## src/hdl/hhre_pkg.sv

```systemverilog
// ----------------------------------------------------------------------------
// hhre_pkg
// Shared types and constants for the hash hex run escaper: the per-item
// plan passed from the front end to the back end, and character codes.
// ----------------------------------------------------------------------------
package hhre_pkg;

	localparam logic [7:0] HASH_CHAR      = 8'h23;
	localparam logic [7:0] BACKSLASH_CHAR = 8'h5C;
	localparam logic [7:0] CTRL_MAX       = 8'h1F;
	localparam logic [7:0] DEL_CHAR       = 8'h7F;
	localparam logic [7:0] DIGIT_ZERO     = 8'h30;
	localparam logic [7:0] LETTER_A       = 8'h41;

	localparam int MAX_BYTES = 4;

	typedef logic [7:0] byte_t;

	// one accepted item worth of output bytes
	typedef struct packed {
		byte_t [MAX_BYTES-1:0] bytes;
		logic [1:0]            cnt_m1;
		logic                  eol;
	} plan_t;

	// upper-case hex digit for one nibble
	function automatic byte_t hex_digit(input logic [3:0] nib);
		byte_t r;
		if (nib < 4'd10) begin
			r = DIGIT_ZERO + {4'd0, nib};
		end else begin
			r = LETTER_A + {4'd0, nib} - 8'd10;
		end
		return r;
	endfunction

endpackage

```

## src/hdl/hhre_front.sv

```systemverilog
// ----------------------------------------------------------------------------
// hhre_front
// Accepts raw bytes, classifies them against the run and backslash state and
// turns each into a plan of one to four output bytes for the queue.
// ----------------------------------------------------------------------------
module hhre_front (
	input  logic           clk,
	input  logic           arst_n,
	input  logic           data_valid,
	output logic           data_stall,
	input  logic [7:0]     data_byte,
	input  logic           end_of_line,
	input  logic           q_full,
	output logic           push,
	output hhre_pkg::plan_t push_plan
);
	import hhre_pkg::*;

	logic  in_run_q;
	logic  after_bs_q;
	logic  nxt_in_run;
	logic  nxt_after_bs;
	logic  escapable;
	logic [2:0] n;
	plan_t plan;

	assign data_stall = q_full;
	assign push       = data_valid && !q_full;
	assign escapable  = (data_byte == HASH_CHAR) || (data_byte <= CTRL_MAX)
		|| (data_byte >= DEL_CHAR);

	always_comb begin
		plan         = '0;
		n            = 3'd0;
		nxt_in_run   = in_run_q;
		nxt_after_bs = 1'b0;
		if (after_bs_q) begin
			plan.bytes[0] = data_byte;
			n = 3'd1;
		end else if (escapable) begin
			if (!in_run_q) begin
				plan.bytes[n[1:0]] = HASH_CHAR;
				n = n + 3'd1;
			end
			plan.bytes[n[1:0]] = hex_digit(data_byte[7:4]);
			n = n + 3'd1;
			plan.bytes[n[1:0]] = hex_digit(data_byte[3:0]);
			n = n + 3'd1;
			nxt_in_run = 1'b1;
		end else begin
			if (in_run_q) begin
				plan.bytes[n[1:0]] = HASH_CHAR;
				n = n + 3'd1;
			end
			plan.bytes[n[1:0]] = data_byte;
			n = n + 3'd1;
			nxt_in_run   = 1'b0;
			nxt_after_bs = (data_byte == BACKSLASH_CHAR);
		end
		if (end_of_line) begin
			// close any open run at the end of the line
			if (nxt_in_run) begin
				plan.bytes[n[1:0]] = HASH_CHAR;
				n = n + 3'd1;
			end
			nxt_in_run   = 1'b0;
			nxt_after_bs = 1'b0;
		end
		plan.cnt_m1 = 2'(n - 3'd1);
		plan.eol    = end_of_line;
	end

	assign push_plan = plan;

	always_ff @(posedge clk or negedge arst_n) begin
		if (!arst_n) begin
			in_run_q   <= 1'b0;
			after_bs_q <= 1'b0;
		end else if (push) begin
			in_run_q   <= nxt_in_run;
			after_bs_q <= nxt_after_bs;
		end
	end

endmodule

```

## src/hdl/hhre_queue.sv

```systemverilog
// ----------------------------------------------------------------------------
// hhre_queue
// Two-entry plan queue between front and back end so each side can stall
// on its own.
// ----------------------------------------------------------------------------
module hhre_queue (
	input  logic           clk,
	input  logic           arst_n,
	input  logic           push,
	input  hhre_pkg::plan_t push_plan,
	input  logic           pop,
	output logic           full,
	output logic           empty,
	output hhre_pkg::plan_t head,
	output logic [1:0]     level
);
	import hhre_pkg::*;

	plan_t      mem_q [2];
	logic       wr_ptr_q;
	logic       rd_ptr_q;
	logic [1:0] cnt_q;

	assign full  = (cnt_q == 2'd2);
	assign empty = (cnt_q == 2'd0);
	assign head  = mem_q[rd_ptr_q];
	assign level = cnt_q;

	always_ff @(posedge clk) begin
		if (push) begin
			mem_q[wr_ptr_q] <= push_plan;
		end
	end

	always_ff @(posedge clk or negedge arst_n) begin
		if (!arst_n) begin
			wr_ptr_q <= 1'b0;
			rd_ptr_q <= 1'b0;
			cnt_q    <= 2'd0;
		end else begin
			if (push) begin
				wr_ptr_q <= ~wr_ptr_q;
			end
			if (pop) begin
				rd_ptr_q <= ~rd_ptr_q;
			end
			unique case ({push, pop})
				2'b10:   cnt_q <= cnt_q + 2'd1;
				2'b01:   cnt_q <= cnt_q - 2'd1;
				default: cnt_q <= cnt_q;
			endcase
		end
	end

endmodule

```

## src/hdl/hhre_back.sv

```systemverilog
// ----------------------------------------------------------------------------
// hhre_back
// Walks the current plan one byte per cycle, unless the output stalls, into
// the output register and fetches the next plan as the last byte goes out.
// ----------------------------------------------------------------------------
module hhre_back (
	input  logic           clk,
	input  logic           arst_n,
	input  logic           q_empty,
	input  hhre_pkg::plan_t head,
	output logic           pop,
	output logic           result_valid,
	input  logic           result_stall,
	output logic [7:0]     out_byte,
	output logic           last_for_input,
	output logic           line_done
);
	import hhre_pkg::*;

	plan_t      cur_q;
	logic       cur_v_q;
	logic [1:0] idx_q;
	logic       out_v_q;
	byte_t      out_byte_q;
	logic       last_q;
	logic       done_q;
	logic       out_free;
	logic       adv;
	logic       at_last;

	assign out_free = !out_v_q || !result_stall;
	assign adv      = cur_v_q && out_free;
	assign at_last  = (idx_q == cur_q.cnt_m1);
	assign pop      = !q_empty && (!cur_v_q || (adv && at_last));

	always_ff @(posedge clk) begin
		if (pop) begin
			cur_q <= head;
		end
		if (adv) begin
			out_byte_q <= cur_q.bytes[idx_q];
			last_q     <= at_last;
			done_q     <= at_last && cur_q.eol;
		end
	end

	always_ff @(posedge clk or negedge arst_n) begin
		if (!arst_n) begin
			cur_v_q <= 1'b0;
			idx_q   <= 2'd0;
			out_v_q <= 1'b0;
		end else begin
			if (pop) begin
				cur_v_q <= 1'b1;
				idx_q   <= 2'd0;
			end else if (adv) begin
				if (at_last) begin
					cur_v_q <= 1'b0;
					idx_q   <= 2'd0;
				end else begin
					idx_q <= idx_q + 2'd1;
				end
			end
			if (out_free) begin
				out_v_q <= adv;
			end
		end
	end

	assign result_valid   = out_v_q;
	assign out_byte       = out_byte_q;
	assign last_for_input = last_q;
	assign line_done      = done_q;

endmodule

```

## src/hdl/hash_hex_run_escaper_unit.sv

```systemverilog
// ----------------------------------------------------------------------------
// hash_hex_run_escaper_unit
// Escapes a line of bytes: non-printable bytes and '#' become '#'-delimited
// runs of upper-case hex digits, a backslash carries the next byte through.
//
// Input channel data_valid/data_stall carries data_byte and end_of_line.
// Output channel result_valid/result_stall carries out_byte, last_for_input
// and line_done; each input item gives one to four result items.
// The front end classifies an item in the cycle it is accepted and queues a
// plan; a plan then passes through the queue and the current-plan register,
// and each of its bytes through the output register. Throughput is one
// result byte per cycle while the receiver does not stall, as set by the
// single-byte result channel; the two-entry plan queue absorbs the
// difference. If the receiver stalls, the output register holds and the
// queue fills, after which data_stall rises. Reset clears the run and
// backslash state, empties the queue and drops any pending result.
// ----------------------------------------------------------------------------
module hash_hex_run_escaper_unit (
	input  logic       clk,
	input  logic       arst_n,
	input  logic       data_valid,
	output logic       data_stall,
	input  logic [7:0] data_byte,
	input  logic       end_of_line,
	output logic       result_valid,
	input  logic       result_stall,
	output logic [7:0] out_byte,
	output logic       last_for_input,
	output logic       line_done
);
	import hhre_pkg::*;

	logic       push;
	logic       pop;
	logic       q_full;
	logic       q_empty;
	logic [1:0] q_level;
	plan_t      push_plan;
	plan_t      head;

	hhre_front u_front (
		.clk         (clk),
		.arst_n      (arst_n),
		.data_valid  (data_valid),
		.data_stall  (data_stall),
		.data_byte   (data_byte),
		.end_of_line (end_of_line),
		.q_full      (q_full),
		.push        (push),
		.push_plan   (push_plan)
	);

	hhre_queue u_queue (
		.clk       (clk),
		.arst_n    (arst_n),
		.push      (push),
		.push_plan (push_plan),
		.pop       (pop),
		.full      (q_full),
		.empty     (q_empty),
		.head      (head),
		.level     (q_level)
	);

	hhre_back u_back (
		.clk            (clk),
		.arst_n         (arst_n),
		.q_empty        (q_empty),
		.head           (head),
		.pop            (pop),
		.result_valid   (result_valid),
		.result_stall   (result_stall),
		.out_byte       (out_byte),
		.last_for_input (last_for_input),
		.line_done      (line_done)
	);

`ifndef SYNTH
	a_level_bound: assert property (@(posedge clk) disable iff (!arst_n)
		q_level != 2'd3)
		else $error("plan queue level out of range");

	a_done_is_last: assert property (@(posedge clk) disable iff (!arst_n)
		result_valid && line_done |-> last_for_input)
		else $error("line_done without last_for_input");

	a_no_pop_empty: assert property (@(posedge clk) disable iff (!arst_n)
		pop |-> !q_empty)
		else $error("pop from empty plan queue");

	a_push_level: assert property (@(posedge clk) disable iff (!arst_n)
		push && !pop && q_level == 2'd0 |=> q_level == 2'd1)
		else $error("plan queue level did not follow push");
`endif

endmodule
```

## config.mk

```make
export PLATFORM = sky130hd
export DESIGN_NAME = hash_hex_run_escaper_unit
export DESIGN_NICKNAME = d
export VERILOG_FILES = /design/src/hdl/hhre_pkg.sv /design/src/hdl/hhre_front.sv /design/src/hdl/hhre_queue.sv /design/src/hdl/hhre_back.sv /design/src/hdl/hash_hex_run_escaper_unit.sv
export SDC_FILE = /design/constraint.sdc
export NUM_CORES = 1
export LEC_CHECK = 0
export BUFFER_PORTS_ARGS = -buffer_cell sky130_fd_sc_hd__buf_2
export CORE_MARGIN = 3
export CORE_UTILIZATION = 59
export DETAILED_ROUTE_END_ITERATION = 7
export PLACE_DENSITY = 0.76
export SYNTH_ARGS = -nofsm -noshare
export SYNTH_HDL_FRONTEND = slang
export SYNTH_SLANG_ARGS = --single-unit
```

## constraint.sdc

```tcl
create_clock -name clk -period 3.4 [get_ports clk]
set_input_delay 1.02 -clock clk [delete_from_list [all_inputs] [get_ports clk]]
set_output_delay 1.02 -clock clk [all_outputs]
set_load 0.01 [all_outputs]
```

==> impl_metrics.py, run 1 <==
metrics = {
    "status": {
        "outcome": "finished clean",
    },
    "timing": {
        "clock-skew-final_ps": 14.2,
        "period_share_pct": 87.5,
        "tightestPinTransition_ps": 745,
        "fin_ws_ps": 424,
        "fin_crit_ps": 2980,
        "timing.hold.ws_ps": 506,
        "fin_tns_setup_ps": 0,
        "rsz0062_at_grt": "no",
        "setup_violations": 0,
        "maxSlewViolCount": 0,
        "hold_violations": 0,
        "max_slew_margin_pct": 50.0,
        "fmax_mhz": 336,
    },
    "final_layout": {
        "drive_gt1_share_pct": 28.1,
        "area_growth_syn_to_layout_pct": 9.90,
        "fin_nets": 367,
        "nFillCells": 527,
        "fin_util_pct": 68.4,
        "num_antenna_cells": 0,
        "fin_area_mm2": 0.00507,
    },
    "clock_tree": {
        "clkSinkCount": 101,
        "cts_root_buf": "clkbuf_8",
        "holdBufCountCts": 0,
        "path_clk_slew_ps": 100,
        "cts_made_buffers": 9,
        "clk_path_buf_depth": 2,
        "cts_setup_buffers": 0,
        "clk_latency_ps": 360,
        "tritoncts": "yes",
        "cts-resized-gates": 0,
        "htreeDepth": 3,
    },
    "hold_path": {
        "hold_path.class": "input port to asynchronous set/reset pin",
    },
    "critical_path": {
        "critPathSlowestCell": "nor3b_1",
        "critPathCaptureType": "flip-flop",
        "crit_required_ps": 3500,
        "crit_fanout": 9,
        "cp-start-kind": "input port",
        "r2r_cells": 7,
        "path_cells": "buf_2 -> ha_1 -> nor3b_1 -> o21ai_2 -> a31oi_4 -> inv_4 -> ha_1 -> and3_1 -> a221o_1 -> a221o_1",
        "r2r_start": "u_front.in_run_q",
        "crit_type": "input port to flip-flop",
        "ff2ff_setup_slack_ps": 670,
        "max_stage_delay_ps": 300,
        "arrival_ps": 3080,
        "setup.worst_path.start": "data_byte[5]",
        "r2r_end": "u_queue.mem_q[0][12]",
    },
    "route": {
        "vias_per_cell": 5.93,
        "vias": 2655,
        "ant_nets": 0,
        "wl_mm": 8.30,
        "wl_per_cell_um": 18.5,
        "drtIter0Drc": 165,
        "drcViolationCount": 0,
        "firstDrtPassIters": 4,
    },
    "synth": {
        "ys_seq_area_share_pct": 64.7,
        "yosysUniqueCellTypes": 66,
        "synth_flop_cell": "edfxtp_1",
        "synth_area_per_cell_um2": 14.7,
        "synth_seq_cells": 101,
        "yosys_warnings": 0,
        "syn_inst": 314,
        "synth-edff-count": 91,
        "syn_area_mm2": 0.00461,
        "async_reset_ff_share_pct": 9.90,
    },
    "grt": {
        "grt_pass1_vias": 2590,
        "grt_max_degree": 29,
        "antenna_found_initial": 0,
        "grt.overflow.total": 0,
        "grt_pass1_wl_mm": 13.7,
        "grtUsageTotal_pct": 20.7,
    },
    "placement": {
        "placed_area_mm2": 0.00485,
        "globalplace.congestion": 0.927,
        "place_ws_ps": 91.2,
        "hpwl_mm": 5.75,
        "port_buffers": 24,
    },
    "run": {
        "maxCapViolCount": 0,
    },
    "die": {
        "die_area_mm2": 0.00892,
        "fp.dieH_um": 94.4,
        "start_util_pct": 62.3,
        "chipWidth_um": 94.4,
        "rows": 31,
        "pin_count": 25,
        "core_area_mm2": 0.00741,
    },
    "power": {
        "p_leak_nw": 1.82,
        "ir_drop_uv": 451,
        "p_per_area_mw_per_mm2": 809,
    },
}
registers in the layout (all words and copies together), names as in the netlist:
| signal | cells |
|---|---|
| u_front.in_run_q | 1 |
| u_queue.mem_q | 54 |
| u_back.result_valid | 1 |
| u_back.last_for_input | 1 |
| u_back.cur_q | 27 |
| u_back.idx_q | 2 |
| u_back.line_done | 1 |
| u_front.after_bs_q | 1 |
| u_queue.level | 2 |
| u_queue.wr_ptr_q | 1 |
| u_back.cur_v_q | 1 |
| u_queue.rd_ptr_q | 1 |
| u_back.out_byte | 8 |
placed cells by master, fill, tap and decap left out, types with 2 or more instances in the layout:
cell type	synthesis	layout
a2111o_1	2	2
a21oi_1	12	12
a221o_1	3	3
a31oi_1	3	3
a32o_1	3	3
and2_1	3	3
and2b_2	2	2
and3_1	4	4
buf_2	3	24
buf_4	1	10
bufinv_16	0	2
clkbuf_8	0	9
clkinv_2	0	2
conb_1	1	2
dfrtp_1	10	10
edfxtp_1	91	91
ha_1	10	10
inv_1	10	10
inv_6	0	2
mux2_2	28	28
mux2i_1	6	6
mux4_2	3	3
nand2_1	11	11
nand3_1	3	3
nand4_1	2	2
nor2_1	20	18
nor2_2	0	2
nor3_1	7	7
nor4_1	2	2
o211ai_1	3	3
o21a_1	3	3
o21ai_0	10	10
o311ai_0	2	2
o31ai_1	3	3
xnor2_1	6	6
xor2_1	3	3
power by group:
| group | leakage, nW | switching [mW] | internal, mW |
|---|---|---|---|
| sequential | 0.969 | 0.185 | 1.92 |
| combinational | 0.737 | 0.661 | 0.508 |
| clock | 0.110 | 0.410 | 0.417 |
| total | 1.82 | 1.26 | 2.84 |
worst max-delay path: cells and delay by family:
kind	cells	cell delay, ps
simple gates	2	500
compound gates	4	930
fa+ha+maj	2	370
buf+inv	2	250
layout make-up:
| class | instances | area, um^2 | area share [%] |
|---|---|---|---|
| clock buffer | 9 | 124 | 2.44 |
| multi-input combinational | 185 | 1500 | 29.5 |
| sequential | 101 | 2980 | 58.8 |
| timing repair buffer | 34 | 195 | 3.85 |
| tap | 99 | 124 | 2.44 |
| inverter | 13 | 51.3 | 1.01 |
| clock inverter | 7 | 95.1 | 1.88 |
how the worst max path moves through the flow:
stage                            to  slack, ps  cells after the start
5_1_grt        u_queue.mem_q[1][12]        300                     10
3_3_place_gp   u_queue.mem_q[0][12]        150                     11
4_1_cts        u_queue.mem_q[0][12]        450                     10
2_1_floorplan  u_queue.mem_q[0][12]        190                     10
3_5_place_dp   u_queue.mem_q[0][12]         90                     10
6_report       u_queue.mem_q[0][12]        420                     10
cell families (layout without fill, tap and decap cells):
logic type,after synthesis,after routing,share of synthesized area (%)
AOI/OAI and AO/OA,64,64,11.0
xor gates and xnor gates,9,9,1.71
DFF,101,101,64.7
other,1,2,0.0813
adders and majority gates,10,10,2.71
buffers and inverters,29,63,3.06
and+or+nand+nor,63,63,7.13
muxes,37,37,9.60
Yosys cell counts (2+ instances only):
library cell | n | area [um^2]
and2b_2 | 2 | 17.5
inv_1 | 10 | 37.5
and2_1 | 3 | 18.8
mux2_2 | 28 | 315
a31oi_1 | 3 | 18.8
dfrtp_1 | 10 | 250
buf_6 | 3 | 33.8
xor2_1 | 3 | 26.3
mux2i_1 | 6 | 60.1
o311ai_0 | 2 | 17.5
buf_1 | 4 | 15.0
o21a_1 | 3 | 22.5
o31ai_1 | 3 | 22.5
nor2_1 | 20 | 75.1
buf_2 | 3 | 15.0
and3_1 | 4 | 25.0
nor3_1 | 7 | 35.0
clkbuf_1 | 5 | 18.8
edfxtp_1 | 91 | 2730
a221o_1 | 3 | 30.0
ha_1 | 10 | 125
o21ai_0 | 10 | 50.1
nand4_1 | 2 | 12.5
xnor2_1 | 6 | 52.6
o211ai_1 | 3 | 22.5
mux4_2 | 3 | 67.6
a32o_1 | 3 | 30.0
nor4_1 | 2 | 12.5
nand2_1 | 11 | 41.3
a21oi_1 | 12 | 60.1
a2111o_1 | 2 | 22.5
nand3_1 | 3 | 15.0
layer usage:
| metal | vias up | track usage (%) | part of all wire [%] |
|---|---|---|---|
| met1 | 1282 | 29.6 | 44 |
| met3 | 7 | 4.70 | 5.8 |
| li1 | 1263 | - | - |
| met4 | 0 | 6.74 | 1.2 |
| met5 | - | 0 | 0 |
| met2 | 103 | 31.9 | 49 |
metrics by stage:
step / power [mW] / std cells
global route: 4.35 / 448
global placement: 3.26 / 432
finish: 4.10 / 448
CTS: 4.13 / 448
floorplan: 2.95 / 315
detailed placement: 3.31 / 432
Note: power is estimated with default switching activity, not from simulation.
==> run 2, diff against run 1 <==
--- a/config.mk
+++ b/config.mk
@@ -9,7 +9,7 @@
 export CORE_MARGIN = 3
 export CORE_UTILIZATION = 59
 export DETAILED_ROUTE_END_ITERATION = 7
-export PLACE_DENSITY = 0.76
+export PLACE_DENSITY = 0.77
 export SYNTH_ARGS = -nofsm -noshare
 export SYNTH_HDL_FRONTEND = slang
 export SYNTH_SLANG_ARGS = --single-unit
==> impl_metrics.py, run 2 (synthesis gave the netlist of run 1 again) <==
metrics = {
    "hold_path": {
        "hold_path.class": "input port to asynchronous set/reset pin",
    },
    "final_layout": {
        "top_register": "u_queue.mem_q",
        "layout_common_cells": "91 x edfxtp_1, 28 x mux2_2, 24 x buf_2",
        "fin_nets": 367,
        "stdcell_count": 448,
        "area_growth_syn_to_layout_pct": 9.36,
        "drive_gt1_share_pct": 28.1,
        "final_common_cell": "edfxtp_1",
        "nFillCells": 510,
        "num_antenna_cells": 0,
        "largest_register_ff_count": 54,
    },
    "timing": {
        "tightestPinTransition_ps": 802,
        "setup_violations": 0,
        "fin_crit_ps": 3000,
        "rsz0062_at_grt": "no",
        "hold_violations": 0,
        "clock-skew-final_ps": 9.45,
        "fmax_mhz": 333,
        "fin_tns_setup_ps": 0,
        "maxSlewViolCount": 0,
        "period_share_pct": 88.2,
        "max_slew_margin_pct": 46.2,
    },
    "critical_path": {
        "crit_type": "input port to flip-flop",
        "setup.worst_path.start": "data_byte[5]",
        "crit_fanout": 9,
        "cp-start-kind": "input port",
        "r2r_end": "u_queue.mem_q[1][12]",
        "crit_required_ps": 3510,
        "path_cells": "buf_2 -> inv_1 -> ha_1 -> and3_1 -> o21ai_2 -> a31oi_4 -> inv_4 -> ha_1 -> and3_1 -> a221o_1 -> a221o_1",
        "ff2ff_setup_slack_ps": 780,
        "critPathSlowestCell": "a221o_1",
        "critPathCaptureType": "flip-flop",
        "r2r_cells": 6,
        "r2r_start": "u_front.after_bs_q",
        "critPathTopFamily": "compound AO/OA/AOI/OAI gates",
        "arrival_ps": 3110,
        "max_stage_delay_ps": 320,
        "cp-endpoint": "u_queue.mem_q[1][12]",
        "worst-path-stages": 11,
        "critical_path_buf_inv_count": 3,
    },
    "clock_tree": {
        "clk_latency_ps": 360,
        "cts-resized-gates": 0,
        "clkSinkCount": 101,
        "holdBufCountCts": 0,
        "cts_root_buf": "clkbuf_8",
        "cts_made_buffers": 9,
        "clk_path_buf_depth": 2,
        "path_clk_slew_ps": 100,
        "htreeDepth": 3,
        "tritoncts": "yes",
        "cts_setup_buffers": 0,
    },
    "grt": {
        "antenna_found_initial": 0,
        "grt_max_degree": 29,
        "grtUsageTotal_pct": 21.0,
        "grt_pass1_wl_mm": 13.8,
        "grt.overflow.total": 0,
        "grt_pass1_vias": 2672,
        "grt.met2_usage_pct": 33.6,
        "busiest_layer": "met2",
        "use_met1_pct": 28.2,
        "use_met3_pct": 4.38,
    },
    "die": {
        "pin_count": 25,
        "start_util_pct": 62.3,
        "rows": 31,
        "die_area_mm2": 0.00892,
        "core_area_mm2": 0.00741,
        "chipWidth_um": 94.4,
        "fp.dieH_um": 94.4,
    },
    "route": {
        "firstDrtPassIters": 4,
        "wl_mm": 8.32,
        "vias": 2677,
        "ant_nets": 0,
        "drcViolationCount": 0,
        "vias_per_cell": 5.98,
        "wl_per_cell_um": 18.6,
        "drtIter0Drc": 146,
    },
    "power": {
        "p_total_mw": 4.00,
        "p_leak_nw": 1.80,
        "p_per_area_mw_per_mm2": 792,
        "ir_drop_uv": 556,
    },
    "placement": {
        "dp.cells": 432,
        "hpwl_mm": 5.82,
        "globalplace.congestion": 0.923,
        "port_buffers": 24,
    },
    "run": {
        "maxCapViolCount": 0,
    },
    "status": {
        "outcome": "finished clean",
    },
}
-- run 2: metal layers --
metal	share of wire, %	routed length, um	vias to the layer above
met4	1.7	141	0
met5	0	0	-
met2	49	4090	97
met3	5.0	414	10
li1	-	-	1267
met1	44	3670	1303
-- run 2: report_power, final --
group / switching [mW] / internal (mW) / total (mW)
Clock: 0.427 / 0.283 / 0.711
Combinational: 0.697 / 0.514 / 1.21
Sequential: 0.159 / 1.92 / 2.08
Total: 1.28 / 2.71 / 4.00
-- run 2: how the worst min path moves through the flow --
stage	start	to	cells after the start
floorplan	u_queue.wr_ptr_q	u_queue.wr_ptr_q	1
global placement	u_back.result_valid	u_back.result_valid	1
detailed placement	u_back.result_valid	u_back.result_valid	1
CTS	arst_n	u_queue.rd_ptr_q	1
global route	arst_n	u_queue.rd_ptr_q	1
finish	arst_n	u_queue.rd_ptr_q	1
-- run 2: layout make-up --
class / instances / area (um^2) / area share (%)
clock buffers: 9 / 124 / 2.46
inverters: 13 / 51.3 / 1.02
flip-flops and latches: 101 / 2980 / 59.1
clock inverters: 7 / 70.1 / 1.39
repair buffers: 34 / 195 / 3.87
multi-input cells: 185 / 1500 / 29.7
well taps: 99 / 124 / 2.46
-- run 2: worst reg2reg max path, delay by kind of cell, from the launching register on --
family          cells  cell delay [ps]
simple gates        2              680
buf+inv             1              260
compound gates      2              600
flops               1              580
fa+ha+maj           1              250
-- run 2: per-stage QoR --
| stage | area [um^2] | setup WS [ps] | util (%) | hold WS (ps) |
|---|---|---|---|---|
| 3_3_place_gp | 4850 | 154 | 65.5 | 478 |
| 2_1_floorplan | 4620 | 186 | - | 468 |
| 4_1_cts | 5040 | 448 | 68.1 | 500 |
| 3_5_place_dp | 4850 | 45.8 | 65.5 | 510 |
| 5_1_grt | 5040 | 293 | 68.1 | 508 |
| 6_report | 5040 | 400 | 68.1 | 514 |
